`config.mk`:
```
export PLATFORM = sky130hd
export DESIGN_NAME = chi_ctrl
export DESIGN_NICKNAME = d
export VERILOG_FILES = /design/src/hw/rtl/chi_pkg.sv /design/src/hw/rtl/chi_ctrl.sv
export VERILOG_INCLUDE_DIRS = /design/src /design/src/hw/rtl
export SDC_FILE = /design/constraint.sdc
export NUM_CORES = 1
export LEC_CHECK = 0
export BUFFER_PORTS_ARGS = -buffer_cell sky130_fd_sc_hd__buf_4
export CAP_MARGIN = 20
export CELL_PAD_IN_SITES_DETAIL_PLACEMENT = 0
export CELL_PAD_IN_SITES_GLOBAL_PLACEMENT = 1
export CORE_MARGIN = 5
export CORE_UTILIZATION = 42
export DETAILED_ROUTE_END_ITERATION = 16
export HOLD_SLACK_MARGIN = 0.05
export MAX_ROUTING_LAYER = met4
export PLACE_DENSITY = 0.89
export SLEW_MARGIN = 20
export SYNTH_ARGS = -nofsm -noshare
export SYNTH_HDL_FRONTEND = slang
export SYNTH_SLANG_ARGS = --single-unit
```
`constraint.sdc`:
```
create_clock -name clk -period 3.9 [get_ports clk]
set_clock_uncertainty 0.05 [all_clocks]
set_input_delay 0.39 -clock clk [delete_from_list [all_inputs] [get_ports clk]]
set_output_delay 0.39 -clock clk [all_outputs]
set_load 0.1 [all_outputs]
```
`src/hw/rtl/assert_macros.svh`:
```
// ----------------------------------------------------------------------------
// assert_macros.svh
// Assertion macros for the RTL; compiled out with NO_ASSERTIONS.
// ----------------------------------------------------------------------------
`ifndef ASSERT_MACROS_SVH
`define ASSERT_MACROS_SVH

`ifndef NO_ASSERTIONS
// Property must hold at every rising clock edge outside reset
`define CHI_ASSERT(name, clk, rst_n, prop) \
	name: assert property (@(posedge clk) disable iff (!rst_n) prop) \
	else $error("assertion failed");
// Condition must never be true outside reset
`define CHI_ASSERT_NEVER(name, clk, rst_n, cond) \
	name: assert property (@(posedge clk) disable iff (!rst_n) !(cond)) \
	else $error("forbidden condition seen");
`else
`define CHI_ASSERT(name, clk, rst_n, prop)
`define CHI_ASSERT_NEVER(name, clk, rst_n, cond)
`endif

`endif

```
`src/hw/rtl/chi_pkg.sv`:
```
// ----------------------------------------------------------------------------
// chi_pkg
// Types, codes and elaboration-time sigmoid table helpers for the
// continuous Hopfield iteration core.
// ----------------------------------------------------------------------------
package chi_pkg;

	// Input item commands
	localparam logic [1:0] CMD_LOAD_WEIGHT = 2'd0;
	localparam logic [1:0] CMD_LOAD_BIAS   = 2'd1;
	localparam logic [1:0] CMD_LOAD_ACT    = 2'd2;
	localparam logic [1:0] CMD_RUN         = 2'd3;

	// Configuration register indexes
	localparam logic [1:0] CFG_NEURON_COUNT    = 2'd0;
	localparam logic [1:0] CFG_ITERATION_COUNT = 2'd1;
	localparam logic [1:0] CFG_STEP_SIZE       = 2'd2;
	localparam logic [1:0] CFG_GAIN            = 2'd3;

	// Configuration reset values
	localparam logic [6:0]  RST_NEURON_COUNT    = 7'd16;
	localparam logic [15:0] RST_ITERATION_COUNT = 16'd1000;
	localparam logic [16:0] RST_STEP_SIZE       = 17'd655;
	localparam logic [30:0] RST_GAIN            = 31'd65536;

	// ln(2) in Q0.16
	localparam logic [15:0] LN2_Q16 = 16'd45426;

	typedef struct packed {
		logic [1:0]         command;
		logic [5:0]         row_index;
		logic [5:0]         col_index;
		logic signed [31:0] load_value;
	} in_t;

	typedef struct packed {
		logic [5:0]  neuron_index;
		logic [15:0] activation;
		logic        last;
	} out_t;

	// Controller to datapath commands
	typedef struct packed {
		logic ld_weight;
		logic ld_bias;
		logic ld_act;
		logic log_init;
		logic log_sel_b;
		logic log_step;
		logic inv_mul1;
		logic inv_mul2;
		logic acc_clr;
		logic mac_rd;
		logic drive_en;
		logic smul_en;
		logic ssat_en;
		logic div_init;
		logic div_step;
		logic act_idx;
		logic act_wr;
		logic copy_wr;
		logic a_rd_row;
		logic out_load;
		logic out_last;
	} cmd_t;

	// Datapath to controller status
	typedef struct packed {
		logic [6:0]  neuron_count;
		logic [15:0] iteration_count;
	} st_t;

	// Shift-subtract unsigned division, evaluated at elaboration only
	function automatic logic [63:0] udiv64(input logic [63:0] num, input logic [63:0] den);
		logic [64:0] r;
		logic [63:0] q;
		r = '0;
		q = '0;
		for (int b = 63; b >= 0; b--) begin
			r = {r[63:0], num[b]};
			if (r >= {1'b0, den}) begin
				r = r - {1'b0, den};
				q[b] = 1'b1;
			end
		end
		return q;
	endfunction

	// Sigmoid table entry idx for a table of 2^tb entries over [-8, 8)
	function automatic logic [15:0] sig_entry(input int idx, input int tb);
		logic signed [63:0] t;
		logic [63:0] s;
		logic [63:0] u;
		logic [63:0] term;
		logic [63:0] e;
		logic [63:0] q;
		logic [63:0] one;
		one  = 64'd1 << 20;
		t    = $signed(64'(idx) << (20 - tb)) - 64'sd524288;
		s    = (t < 0) ? 64'(-t) : 64'(t);
		u    = s << 1;
		term = one;
		e    = one;
		for (int k = 1; k <= 12; k++) begin
			term = udiv64((term * u) >> 20, 64'(k));
			e    = e + term;
		end
		for (int k = 0; k < 3; k++) begin
			e = (e * e) >> 20;
		end
		if (t >= 0) begin
			q = udiv64(e << 16, e + one);
		end else begin
			q = udiv64(one << 16, e + one);
		end
		if (q > 64'd65535) begin
			q = 64'd65535;
		end
		return q[15:0];
	endfunction

endpackage

```
`src/hw/rtl/chi_ctrl.sv`:
```
// ----------------------------------------------------------------------------
// chi_ctrl
// Sequencer: decodes items, walks loads, Euler iterations and result output.
// ----------------------------------------------------------------------------
`include "assert_macros.svh"

module chi_ctrl #(
	parameter int MAX_NEURONS = 64,
	localparam int IW  = $clog2(MAX_NEURONS),
	localparam int CW  = IW + 1,
	localparam int WAW = $clog2(MAX_NEURONS * MAX_NEURONS)
) (
	input  logic           clk,
	input  logic           arst_n,
	input  logic           in_valid,
	output logic           in_ready,
	input  logic [1:0]     in_command,
	output logic           out_valid,
	input  logic           out_ready,
	input  chi_pkg::st_t   st,
	output chi_pkg::cmd_t  cmd,
	output logic [IW-1:0]  row_idx,
	output logic [IW-1:0]  col_idx,
	output logic [WAW-1:0] w_raddr
);
	import chi_pkg::*;

	localparam int RUN_LIMIT = (MAX_NEURONS < 64) ? MAX_NEURONS : 64;

	localparam logic [4:0] S_IDLE      = 5'd0;
	localparam logic [4:0] S_LOG_INIT  = 5'd1;
	localparam logic [4:0] S_LOG_STEP  = 5'd2;
	localparam logic [4:0] S_INV_MUL1  = 5'd3;
	localparam logic [4:0] S_INV_MUL2  = 5'd4;
	localparam logic [4:0] S_ROW_START = 5'd5;
	localparam logic [4:0] S_MAC       = 5'd6;
	localparam logic [4:0] S_MAC_DRAIN = 5'd7;
	localparam logic [4:0] S_DRIVE     = 5'd8;
	localparam logic [4:0] S_STEP_MUL  = 5'd9;
	localparam logic [4:0] S_STEP_SAT  = 5'd10;
	localparam logic [4:0] S_DIV_INIT  = 5'd11;
	localparam logic [4:0] S_DIV_STEP  = 5'd12;
	localparam logic [4:0] S_ACT_IDX   = 5'd13;
	localparam logic [4:0] S_ACT_WR    = 5'd14;
	localparam logic [4:0] S_COPY_RD   = 5'd15;
	localparam logic [4:0] S_COPY_WR   = 5'd16;
	localparam logic [4:0] S_OUT_RD    = 5'd17;
	localparam logic [4:0] S_OUT_LD    = 5'd18;
	localparam logic [4:0] S_OUT_WAIT  = 5'd19;

	logic [4:0]     state_q;
	logic [CW-1:0]  i_q;
	logic [CW-1:0]  j_q;
	logic [WAW-1:0] wbase_q;
	logic [15:0]    iter_q;
	logic [4:0]     bcnt_q;
	logic           phase_q;

	logic [6:0]    n_lim;
	logic [CW-1:0] n_run;
	logic          in_fire;
	logic          i_last;
	logic          j_last;

	// Neurons in use, limited to the storage and the output index range
	assign n_lim   = (st.neuron_count > 7'(RUN_LIMIT)) ? 7'(RUN_LIMIT) : st.neuron_count;
	assign n_run   = CW'(n_lim);
	assign in_fire = in_valid && in_ready;
	assign i_last  = ((i_q + CW'(1)) == n_run);
	assign j_last  = ((j_q + CW'(1)) == n_run);

	assign in_ready  = (state_q == S_IDLE);
	assign out_valid = (state_q == S_OUT_WAIT);
	assign row_idx   = i_q[IW-1:0];
	assign col_idx   = j_q[IW-1:0];
	assign w_raddr   = wbase_q + WAW'(j_q);

	// Decode datapath commands from the state
	always_comb begin
		cmd           = '0;
		cmd.ld_weight = in_fire && (in_command == CMD_LOAD_WEIGHT);
		cmd.ld_bias   = in_fire && (in_command == CMD_LOAD_BIAS);
		cmd.ld_act    = in_fire && (in_command == CMD_LOAD_ACT);
		cmd.log_init  = (state_q == S_LOG_INIT);
		cmd.log_sel_b = phase_q;
		cmd.log_step  = (state_q == S_LOG_STEP);
		cmd.inv_mul1  = (state_q == S_INV_MUL1);
		cmd.inv_mul2  = (state_q == S_INV_MUL2);
		cmd.acc_clr   = (state_q == S_ROW_START);
		cmd.mac_rd    = (state_q == S_MAC);
		cmd.drive_en  = (state_q == S_DRIVE);
		cmd.smul_en   = (state_q == S_STEP_MUL);
		cmd.ssat_en   = (state_q == S_STEP_SAT);
		cmd.div_init  = (state_q == S_DIV_INIT);
		cmd.div_step  = (state_q == S_DIV_STEP);
		cmd.act_idx   = (state_q == S_ACT_IDX);
		cmd.act_wr    = (state_q == S_ACT_WR);
		cmd.copy_wr   = (state_q == S_COPY_WR);
		cmd.a_rd_row  = (state_q == S_OUT_RD);
		cmd.out_load  = (state_q == S_OUT_LD);
		cmd.out_last  = i_last;
	end

	// Advance the sequence
	always_ff @(posedge clk or negedge arst_n) begin
		if (!arst_n) begin
			state_q <= S_IDLE;
			i_q     <= '0;
			j_q     <= '0;
			wbase_q <= '0;
			iter_q  <= '0;
			bcnt_q  <= '0;
			phase_q <= 1'b0;
		end else begin
			case (state_q)
				S_IDLE: begin
					if (in_fire && in_command == CMD_LOAD_ACT) begin
						phase_q <= 1'b0;
						state_q <= S_LOG_INIT;
					end else if (in_fire && in_command == CMD_RUN) begin
						i_q     <= '0;
						wbase_q <= '0;
						iter_q  <= '0;
						if (n_run == '0) begin
							state_q <= S_IDLE;
						end else if (st.iteration_count == 16'd0) begin
							state_q <= S_OUT_RD;
						end else begin
							state_q <= S_ROW_START;
						end
					end
				end
				S_LOG_INIT: begin
					bcnt_q  <= '0;
					state_q <= S_LOG_STEP;
				end
				S_LOG_STEP: begin
					bcnt_q <= bcnt_q + 5'd1;
					if (bcnt_q == 5'd15) begin
						if (!phase_q) begin
							phase_q <= 1'b1;
							state_q <= S_LOG_INIT;
						end else begin
							state_q <= S_INV_MUL1;
						end
					end
				end
				S_INV_MUL1: state_q <= S_INV_MUL2;
				S_INV_MUL2: state_q <= S_IDLE;
				S_ROW_START: begin
					j_q     <= '0;
					state_q <= S_MAC;
				end
				S_MAC: begin
					j_q <= j_q + CW'(1);
					if (j_last) begin
						bcnt_q  <= '0;
						state_q <= S_MAC_DRAIN;
					end
				end
				S_MAC_DRAIN: begin
					bcnt_q <= bcnt_q + 5'd1;
					if (bcnt_q == 5'd1) begin
						state_q <= S_DRIVE;
					end
				end
				S_DRIVE:    state_q <= S_STEP_MUL;
				S_STEP_MUL: state_q <= S_STEP_SAT;
				S_STEP_SAT: state_q <= S_DIV_INIT;
				S_DIV_INIT: begin
					bcnt_q  <= '0;
					state_q <= S_DIV_STEP;
				end
				S_DIV_STEP: begin
					bcnt_q <= bcnt_q + 5'd1;
					if (bcnt_q == 5'd19) begin
						state_q <= S_ACT_IDX;
					end
				end
				S_ACT_IDX: state_q <= S_ACT_WR;
				S_ACT_WR: begin
					if (i_last) begin
						i_q     <= '0;
						state_q <= S_COPY_RD;
					end else begin
						i_q     <= i_q + CW'(1);
						wbase_q <= wbase_q + WAW'(MAX_NEURONS);
						state_q <= S_ROW_START;
					end
				end
				S_COPY_RD: state_q <= S_COPY_WR;
				S_COPY_WR: begin
					if (i_last) begin
						i_q     <= '0;
						wbase_q <= '0;
						iter_q  <= iter_q + 16'd1;
						if ((iter_q + 16'd1) == st.iteration_count) begin
							state_q <= S_OUT_RD;
						end else begin
							state_q <= S_ROW_START;
						end
					end else begin
						i_q     <= i_q + CW'(1);
						state_q <= S_COPY_RD;
					end
				end
				S_OUT_RD: state_q <= S_OUT_LD;
				S_OUT_LD: state_q <= S_OUT_WAIT;
				S_OUT_WAIT: begin
					if (out_ready) begin
						if (i_last) begin
							state_q <= S_IDLE;
						end else begin
							i_q     <= i_q + CW'(1);
							state_q <= S_OUT_RD;
						end
					end
				end
				default: state_q <= S_IDLE;
			endcase
		end
	end

	`CHI_ASSERT(a_act_load_starts_log, clk, arst_n, (in_fire && in_command == CMD_LOAD_ACT) |=> (state_q == S_LOG_INIT))
	`CHI_ASSERT(a_mac_col_in_range, clk, arst_n, (state_q == S_MAC) |-> (j_q < n_run))
	`CHI_ASSERT(a_last_ends_run, clk, arst_n, (out_valid && out_ready && i_last) |=> (state_q == S_IDLE))

endmodule

```
== Word-level counts from Yosys, hierarchy flattened ==
Cells that the tools add are included.

* Bits in registers: 53
* Bits of input ports: 29
* Output and inout bits: 47
* Logic and storage cells: 115

* Add/sub/neg operators: 6
* $lt $le $gt $ge: 1
* Equality and inequality tests: 40
* Mux-type cells: 37
* Reductions and logical operators: 24

{| class="wikitable"
|+ Operators by type and width
! operator !! count
|-
| one-hot mux 5 bit (19 select lines) || 1
|-
| two-way mux 5 bit || 13
|-
| two-way mux 12 bit || 4
|-
| two-way mux 16 bit || 3
|-
| == test 5 x 4 -> 1 bit (second input constant) || 9
|-
| two-way mux 7 bit || 6
|-
| one-hot mux 12 bit (3 select lines) || 1
|-
| one-hot mux 16 bit (2 select lines) || 1
|-
| == test 5 bit (second input constant) || 5
|-
| one-hot mux 7 bit (3 select lines) || 1
|-
| == test 5 x 3 -> 1 bit (second input constant) || 4
|-
| adder 16 x 1 -> 16 bit (second input constant) || 1
|-
| == test 16 bit || 1
|-
| logical NOT 16 bit || 1
|-
| one-hot mux 5 bit (3 select lines) || 1
|-
| adder 7 x 1 -> 7 bit (second input constant) || 2
|-
| == test 7 bit || 2
|-
| inequality test 2 x 1 -> 1 bit (second input constant) || 7
|-
| one-hot mux 7 bit (2 select lines) || 1
|-
| adder 12 x 7 -> 12 bit || 1
|-
| adder 12 x 7 -> 12 bit (second input constant) || 1
|-
| == test 5 x 1 -> 1 bit (second input constant) || 2
|-
| == test 5 x 2 -> 1 bit (second input constant) || 2
|-
| AND reduction 5 bit || 2
|-
| other kinds (22) || 36
|}

== Longest topological paths before layout ==
Gate-level depths: netlist of run 1.

* Depth in word-level cells: 7
* Gate-level depth with buffers: 12
* Mapped depth without buffers: 9

== Worst setup path before layout of run 1 ==
No wires, ideal clock.

* Path kind: reg-to-output
* Start: reg state_q[0]
* End: out cmd[20] in the netlist's numbering
* Arrival time: 4384 ps
* Slack: -924 ps
* Stages on the path, launching flop included: 6
* Path buffers: 2
* Cell sequence: dfrtp_1 > clkbuf_1 > or2_2 > clkbuf_1 > or2_2 > nor4b_1

{| class="wikitable"
|+ RTL lines
! element !! line !! source
|-
| start: declaration || chi_ctrl.sv:51 || <nowiki>logic [4:0] state_q;</nowiki>
|-
| start signal: assignment || chi_ctrl.sv:107 || <nowiki>state_q <= S_IDLE;</nowiki>
|-
| start signal: assignment || chi_ctrl.sv:119 || <nowiki>state_q <= S_LOG_INIT;</nowiki>
|-
| start signal: assignment || chi_ctrl.sv:125 || <nowiki>state_q <= S_IDLE;</nowiki>
|-
| end: declaration || chi_ctrl.sv:21 || <nowiki>output chi_pkg::cmd_t cmd,</nowiki>
|}

== Worst setup path after layout of run 1 ==
* Start: reg i_q[0]
* End: reg iter_q[6]

* Longest elaborated chain between the ends: 4

{| class="wikitable"
|+ RTL lines
! element !! line !! source
|-
| start: declaration || chi_ctrl.sv:52 || <nowiki>logic [CW-1:0] i_q;</nowiki>
|-
| start signal: assignment || chi_ctrl.sv:186 || <nowiki>i_q <= i_q + CW'(1);</nowiki>
|-
| start signal: assignment || chi_ctrl.sv:203 || <nowiki>i_q <= i_q + CW'(1);</nowiki>
|-
| start signal: assignment || chi_ctrl.sv:214 || <nowiki>i_q <= i_q + CW'(1);</nowiki>
|-
| adder 7 x 1 -> 7 bit || chi_ctrl.sv:69 || <nowiki>assign i_last = ((i_q + CW'(1)) == n_run);</nowiki>
|-
| == test 7 bit || chi_ctrl.sv:69 ||
|-
| inequality test 2 x 1 -> 1 bit (no source line) || n/a ||
|-
| AND reduction 4 bit (no source line) || n/a ||
|-
| end signal: assignment || chi_ctrl.sv:196 || <nowiki>iter_q <= iter_q + 16'd1;</nowiki>
|-
| end: declaration || chi_ctrl.sv:55 || <nowiki>logic [15:0] iter_q;</nowiki>
|}

No other way between the ends.
A chain may end at the register's enable or synchronous reset.

==> flow_summary.toml, run 1 <==
[floorplan]
die-width_um = 109
initial_core_util_pct = 42.5
placementRows = 36
ios = 76
die-area_um2 = 11800
design.core.area_um2 = 9640
fp.dieH_um = 109

[grt]
grt_use_total_pct = 20.0
antenna_found_initial = 0
grt_max_degree = 48
grt_pass1_vias = 3715
overflow = 0
grt_pass1_wl_um = 18600

[routing]
drc = 0
drtAntennaViolNets = 0
firstDrtPassIters = 5
wl_per_cell_um = 16.2
vias = 3991
drt_first_iter_violations = 262
avgViaCountPerCell = 5.73
routed_wl_um = 11300

[power]
p_per_area_nw_per_um2 = 556
combPwrFrac_pct = 59.6
vdd_ir_drop_max_mv = 0.358
p_seq_share_pct = 25.6
internal-power_mw = 1.18
clockPowerShare_pct = 14.8
switchingPower_mw = 1.44
p_sw_share_pct = 54.9
leakagePower_nw = 2.09

[setup_path]
crit_chain = "ha_1 > nand3_2 > o21a_1 > or2_1 > o31ai_4 > o2111ai_4 > a211o_1 > or2_1 > o41ai_1"
path_common_cell = "or2_1"
endpoint_kind = "flop"
arrival_ns = 3.31
crit_slowest_cell = "dfrtp_1"
critPathLaunchType = "flop"
slowest_delay_ns = 0.51
worstPathRequired_ns = 4.05
worstPathMaxFanout = 15
crit_type = "reg -> reg"

[yosys]
netlist_area_um2 = 4100
synth_seq_area_share_pct = 28.7
synth-seq-cells = 47
synth.largest_area_cell = "dfrtp_1"
yosys_warnings = 0
ys_types = 63
synth_edf_count = 0
ys.flop_type = "dfrtp_1"
yosys-top-cells-area = "dfrtp_1, o21ai_0, nor2_1, xnor2_1, xor2_1"
syn_nets = 565
syn_avg_cell_area_um2 = 7.77
async_reset_ff_share_pct = 100
synth_top_area_share_pct = 28.7
syn-instance-count = 528

[final_layout]
final_common_cell = "buf_4"
fin_util_pct = 49.0
antenna_cells = 0
syn_to_final_growth_pct = 15.1
stdcell_area_um2 = 4720
layout_common_cells = "buf_4, nor2_1, o21ai_0, dfrtp_1, nand2_1"
fin_nets = 600
drive_above_1_share_pct = 18.1

[flow_run]
max_cap_viol_count = 0

[placement]
gp_congestion = 0.877
post-dp-hpwl_um = 8350
dpl_worst_slack_ns = 0.734
port_buffers = 75
placed_area_um2 = 4600

[clock_network]
clk_path_buf_depth = 2
cts.sinks = 47
cts_hold_buffers = 0
ctsResizeCount = 0
cts_setup_buffers = 0
htreeDepth = 2
clk_pin_slew_ns = 0.09
cts_tree = "built"
clk_latency_ns = 0.31
cts_root_buffer = "clkbuf_8"
cts_inserted_buffers = 5

[sta]
setup-violations-final = 0
min_period_ns = 3.16
post-route-period-util_pct = 81.0
max_slew_margin_pct = 46.1
tns_ns = 0
clock.fmax_ghz = 0.317
worstMarginPinSlew_ns = 0.789
fin_ws_ns = 0.743
hold_viol_final = 0
grt_setup_unrepaired = "false"
slew_viol_final = 0

[status]
status = "finished clean"

[worst_hold_path]
min_path_type = "in -> async"
cell usage after synthesis (3+ instances only):
master and n:
a41oi_1 3, o2111ai_1 3, a2111oi_0 3, clkbuf_1 28, nor2_1 63, nand2b_1 12, nor4_1 10, dfrtp_1 47
or3_1 6, mux2i_1 3, nand3_1 19, a21oi_1 13, nand2_1 44, o41ai_1 3, xor2_1 19, and3_1 10
xnor2_1 19, nor3_1 15, a31oi_1 7, o21a_1 8, a21o_1 4, o21ai_1 4, o21ai_0 51, ha_1 8
or2_2 4, a22o_1 6, nor3b_1 5, buf_4 16, and2_1 5, buf_2 5, mux2_2 3, nand4_1 7
and4_1 5, inv_1 16, nor2b_1 8, o31ai_1 9
flip-flops by register name, indices dropped and copies added, names as in the netlist:
register,flops
bcnt_q,5
j_q,7
wbase_q,6
phase_q,1
state_q,5
i_q,7
iter_q,16
cells by family after synthesis:
group                    share of synthesized area, %
AO/OA/AOI/OAI                                    22.9
XOR/XNOR                                         8.66
adder cells (fa/ha/maj)                          2.44
buffers and inverters                            7.84
flip-flops                                       28.7
multiplexers                                     1.56
AND/OR/NAND/NOR                                  27.9
area by class of cell:
cell class | instances | area (um^2)
Clock buffer | 6 | 82.6
Fill cell | 1003 | 4920
Clock inverter | 2 | 35.0
Inverter | 16 | 60.1
Multi-Input combinational cell | 415 | 2620
Sequential cell | 47 | 1180
Tap cell | 133 | 166
Timing Repair Buffer | 78 | 586
worst paths after layout:
| path | depth (start not counted) | endpoint | from | slack, ns |
|---|---|---|---|---|
| max | 9 | iter_q[6] | i_q[0] | 0.74 |
| min | 1 | j_q[6] | arst_n | 0.03 |
| max reg2reg | 9 | iter_q[6] | i_q[0] | 0.74 |
| min reg2reg | 2 | bcnt_q[4] | bcnt_q[4] | 0.47 |
| max in group asynchronous | 1 | i_q[1] | arst_n | 3.33 |
| min in group clk | 3 | phase_q | in_command[0] | 0.35 |
metal layers:
layer  track usage, %  wire length [um]  part of all wire, %  vias to the layer above
li1                 -                 -                    -                     1950
met1             26.7              5180                   46                     1925
met2             32.1              5390                   48                      105
met3             2.90               556                  4.9                       11
met4             5.14               150                  1.3                        0
met5                -                 0                    0                        -
power groups by stage:
| stage | Combinational (mW) | Sequential (mW) | Clock [mW] |
|---|---|---|---|
| after floorplan | 1.32 | 0.610 | 0 |
| after global placement | 1.55 | 0.676 | 0 |
| after detailed placement | 1.56 | 0.681 | 0 |
| after CTS | 1.57 | 0.672 | 0.394 |
| after global routing | 1.68 | 0.693 | 0.412 |
| final | 1.56 | 0.673 | 0.388 |
critical path, delay by kind of cell (launching register included):
kind | cells | cell delay [ns]
compound gates | 5 | 1.36
fa+ha+maj | 1 | 0.30
flops | 1 | 0.51
simple gates | 3 | 0.81
through the flow:
stage               hold WS, ns  total power, mW  instances
floorplan                0.0444             1.93        528
global placement          0.405             2.22        689
detailed placement        0.405             2.24        689
CTS                      0.0648             2.63        697
global route             0.0968             2.78        697
finish                   0.0257             2.62        697
(Power assumes the default switching activity.)
==> run 2, diff against run 1 <==
- clock period: 3.9 -> 2.98 ns (I/O delays scaled with it)
==> flow_summary.toml, run 2 (synthesis gave the netlist of run 1 again) <==
[final_layout]
largest_reg_flops = 16
nFillCells = 973
fin_util_pct = 50.9
drive_above_1_share_pct = 22.0
reg_top3 = "iter_q: 16 flops, i_q: 7 flops, j_q: 7 flops"
max_flop_register = "iter_q"
stdcell_area_um2 = 4910
syn_to_final_growth_pct = 19.7
layout_common_cells = "buf_4, nor2_1, o21ai_0, dfrtp_1, nand2_1"
final_common_cell = "buf_4"
fin_nets = 619
multi_input_area_um2 = 2630
antenna_cells = 0
seqCellArea_um2 = 1180

[power]
p_sw_share_pct = 53.2
clockPowerShare_pct = 16.0
combPwrFrac_pct = 61.8
switchingPower_mw = 1.90
p_seq_share_pct = 22.2
vdd_ir_drop_max_mv = 0.589
p_total_mw = 3.58
p_per_area_nw_per_um2 = 729
internal-power_mw = 1.67
leakagePower_nw = 2.18

[routing]
drt_first_iter_violations = 264
avgViaCountPerCell = 5.69
routed_wl_um = 11500
vias = 4072
drtAntennaViolNets = 0
drc = 0
firstDrtPassIters = 5
wl_per_cell_um = 16.0

[setup_path]
critPathLaunch = "i_q[0]"
worstPathRequired_ns = 2.63
worstPathMaxFanout = 9
crit_slowest_cell = "dfrtp_1"
endpoint_kind = "output port"
cp_num_buf_inv = 3
r2r_setup_slack_ns = 0.19
crit_type = "reg -> out"
cpLargestDelayFamily = "buffers and inverters"
critPathLaunchType = "flop"
slowest_delay_ns = 0.36
arrival_ns = 2.48
crit_chain = "ha_1 > nand3_2 > o21a_1 > or2_1 > o31ai_4 > o2111ai_4 > buf_4 > inv_1 > buf_6"
reg2reg_from = "i_q[0]"

[worst_hold_path]
min_path_type = "in -> reg"
hp-start = "in_command[0]"

[grt]
grt_pass1_vias = 3829
grt_use_met2_pct = 33.2
gr-usage-met3_pct = 2.96
grt_pass1_wl_um = 19100
overflow = 0
met1_usage_pct = 27.2
grt_use_total_pct = 20.3
antenna_found_initial = 0
grt-busiest-layer = "met2"
grt_max_degree = 48

[floorplan]
placementRows = 36
die-width_um = 109
die-area_um2 = 11800
fp.dieH_um = 109
design.core.area_um2 = 9640
initial_core_util_pct = 42.5
ios = 76

[placement]
post-dp-hpwl_um = 8620
gp_congestion = 0.886
placed_area_um2 = 4750
port_buffers = 75

[sta]
slew_viol_final = 0
min_period_ns = 2.83
post-route-period-util_pct = 94.9
setup-violations-final = 0
grt_setup_unrepaired = "false"
max_slew_margin_pct = 58.2
worstMarginPinSlew_ns = 0.628
hold_viol_final = 0
clock.fmax_ghz = 0.353
tns_ns = 0

[clock_network]
cts.sinks = 47
clk_latency_ns = 0.30
htreeDepth = 2
cts_root_buffer = "clkbuf_8"
clk_path_buf_depth = 2
clk_pin_slew_ns = 0.10
cts_inserted_buffers = 5
cts_setup_buffers = 0
cts_tree = "built"

[flow_run]
max_cap_viol_count = 0

[status]
status = "finished clean"
## run 2: changes by cell type in the layout (fill, tap and decap cells not counted), sizes merged
cell,before,now
inv,16,15
dlygate4sd3,0,1
clkbuf,6,5
buf,78,96
clkinv,1,0
bufinv,1,2
clkinvlp,0,2
## run 2: power groups by stage
stage | clock network, mW | logic [mW] | registers (mW)
after global placement | 0 | 2.17 | 0.804
final | 0.571 | 2.21 | 0.796
after detailed placement | 0 | 2.20 | 0.809
after floorplan | 0 | 1.74 | 0.799
after CTS | 0.584 | 2.21 | 0.796
after global routing | 0.608 | 2.38 | 0.813
## run 2: routing by layer
layer	part of all wire, %	up-vias
li1	-	1985
met1	44	1932
met2	48	138
met3	6.5	17
met4	1.1	0
met5	0	-
## run 2: final cells by class
class / count / area share [%]
multi-input cells: 415 / 53.6
repair buffers: 97 / 15.0
inverters: 16 / 1.30
clock inverters: 3 / 1.38
flip-flops and latches: 47 / 24.0
well taps: 133 / 3.39
clock buffers: 5 / 1.40
## run 2: path summary, 6_finish.rpt
path / cells past startpoint / end
max reg2reg: 9 / iter_q[6]
max: 9 / cmd[0]
max in group asynchronous: 2 / i_q[2]
min: 3 / phase_q
min in group asynchronous: 2 / j_q[2]
min reg2reg: 2 / bcnt_q[4]
## run 2: timing repair
| action | CTS | global route |
|---|---|---|
| setup endpoints to repair | 0 | 11 |
| endpoints found under the hold margin | 47 | 0 |
| hold buffers | 1 | 0 |
| resized for setup | 0 | 7 |
## run 2: per-stage QoR
| step | hold slack (ns) | setup slack, ns | std cells |
|---|---|---|---|
| after global routing | 0.284 | 0.0323 | 716 |
| after floorplan | -0.0476 | -0.366 | 528 |
| final | 0.264 | 0.151 | 716 |
| after detailed placement | 0.310 | 0.137 | 707 |
| after CTS | 0.265 | 0.103 | 716 |
| after global placement | 0.307 | 0.256 | 707 |
## run 2: tightest hold or removal path, stage by stage
cell	delay [ns]
buf_4	0.11
nor3_2	0.07
nor2_1	0.10
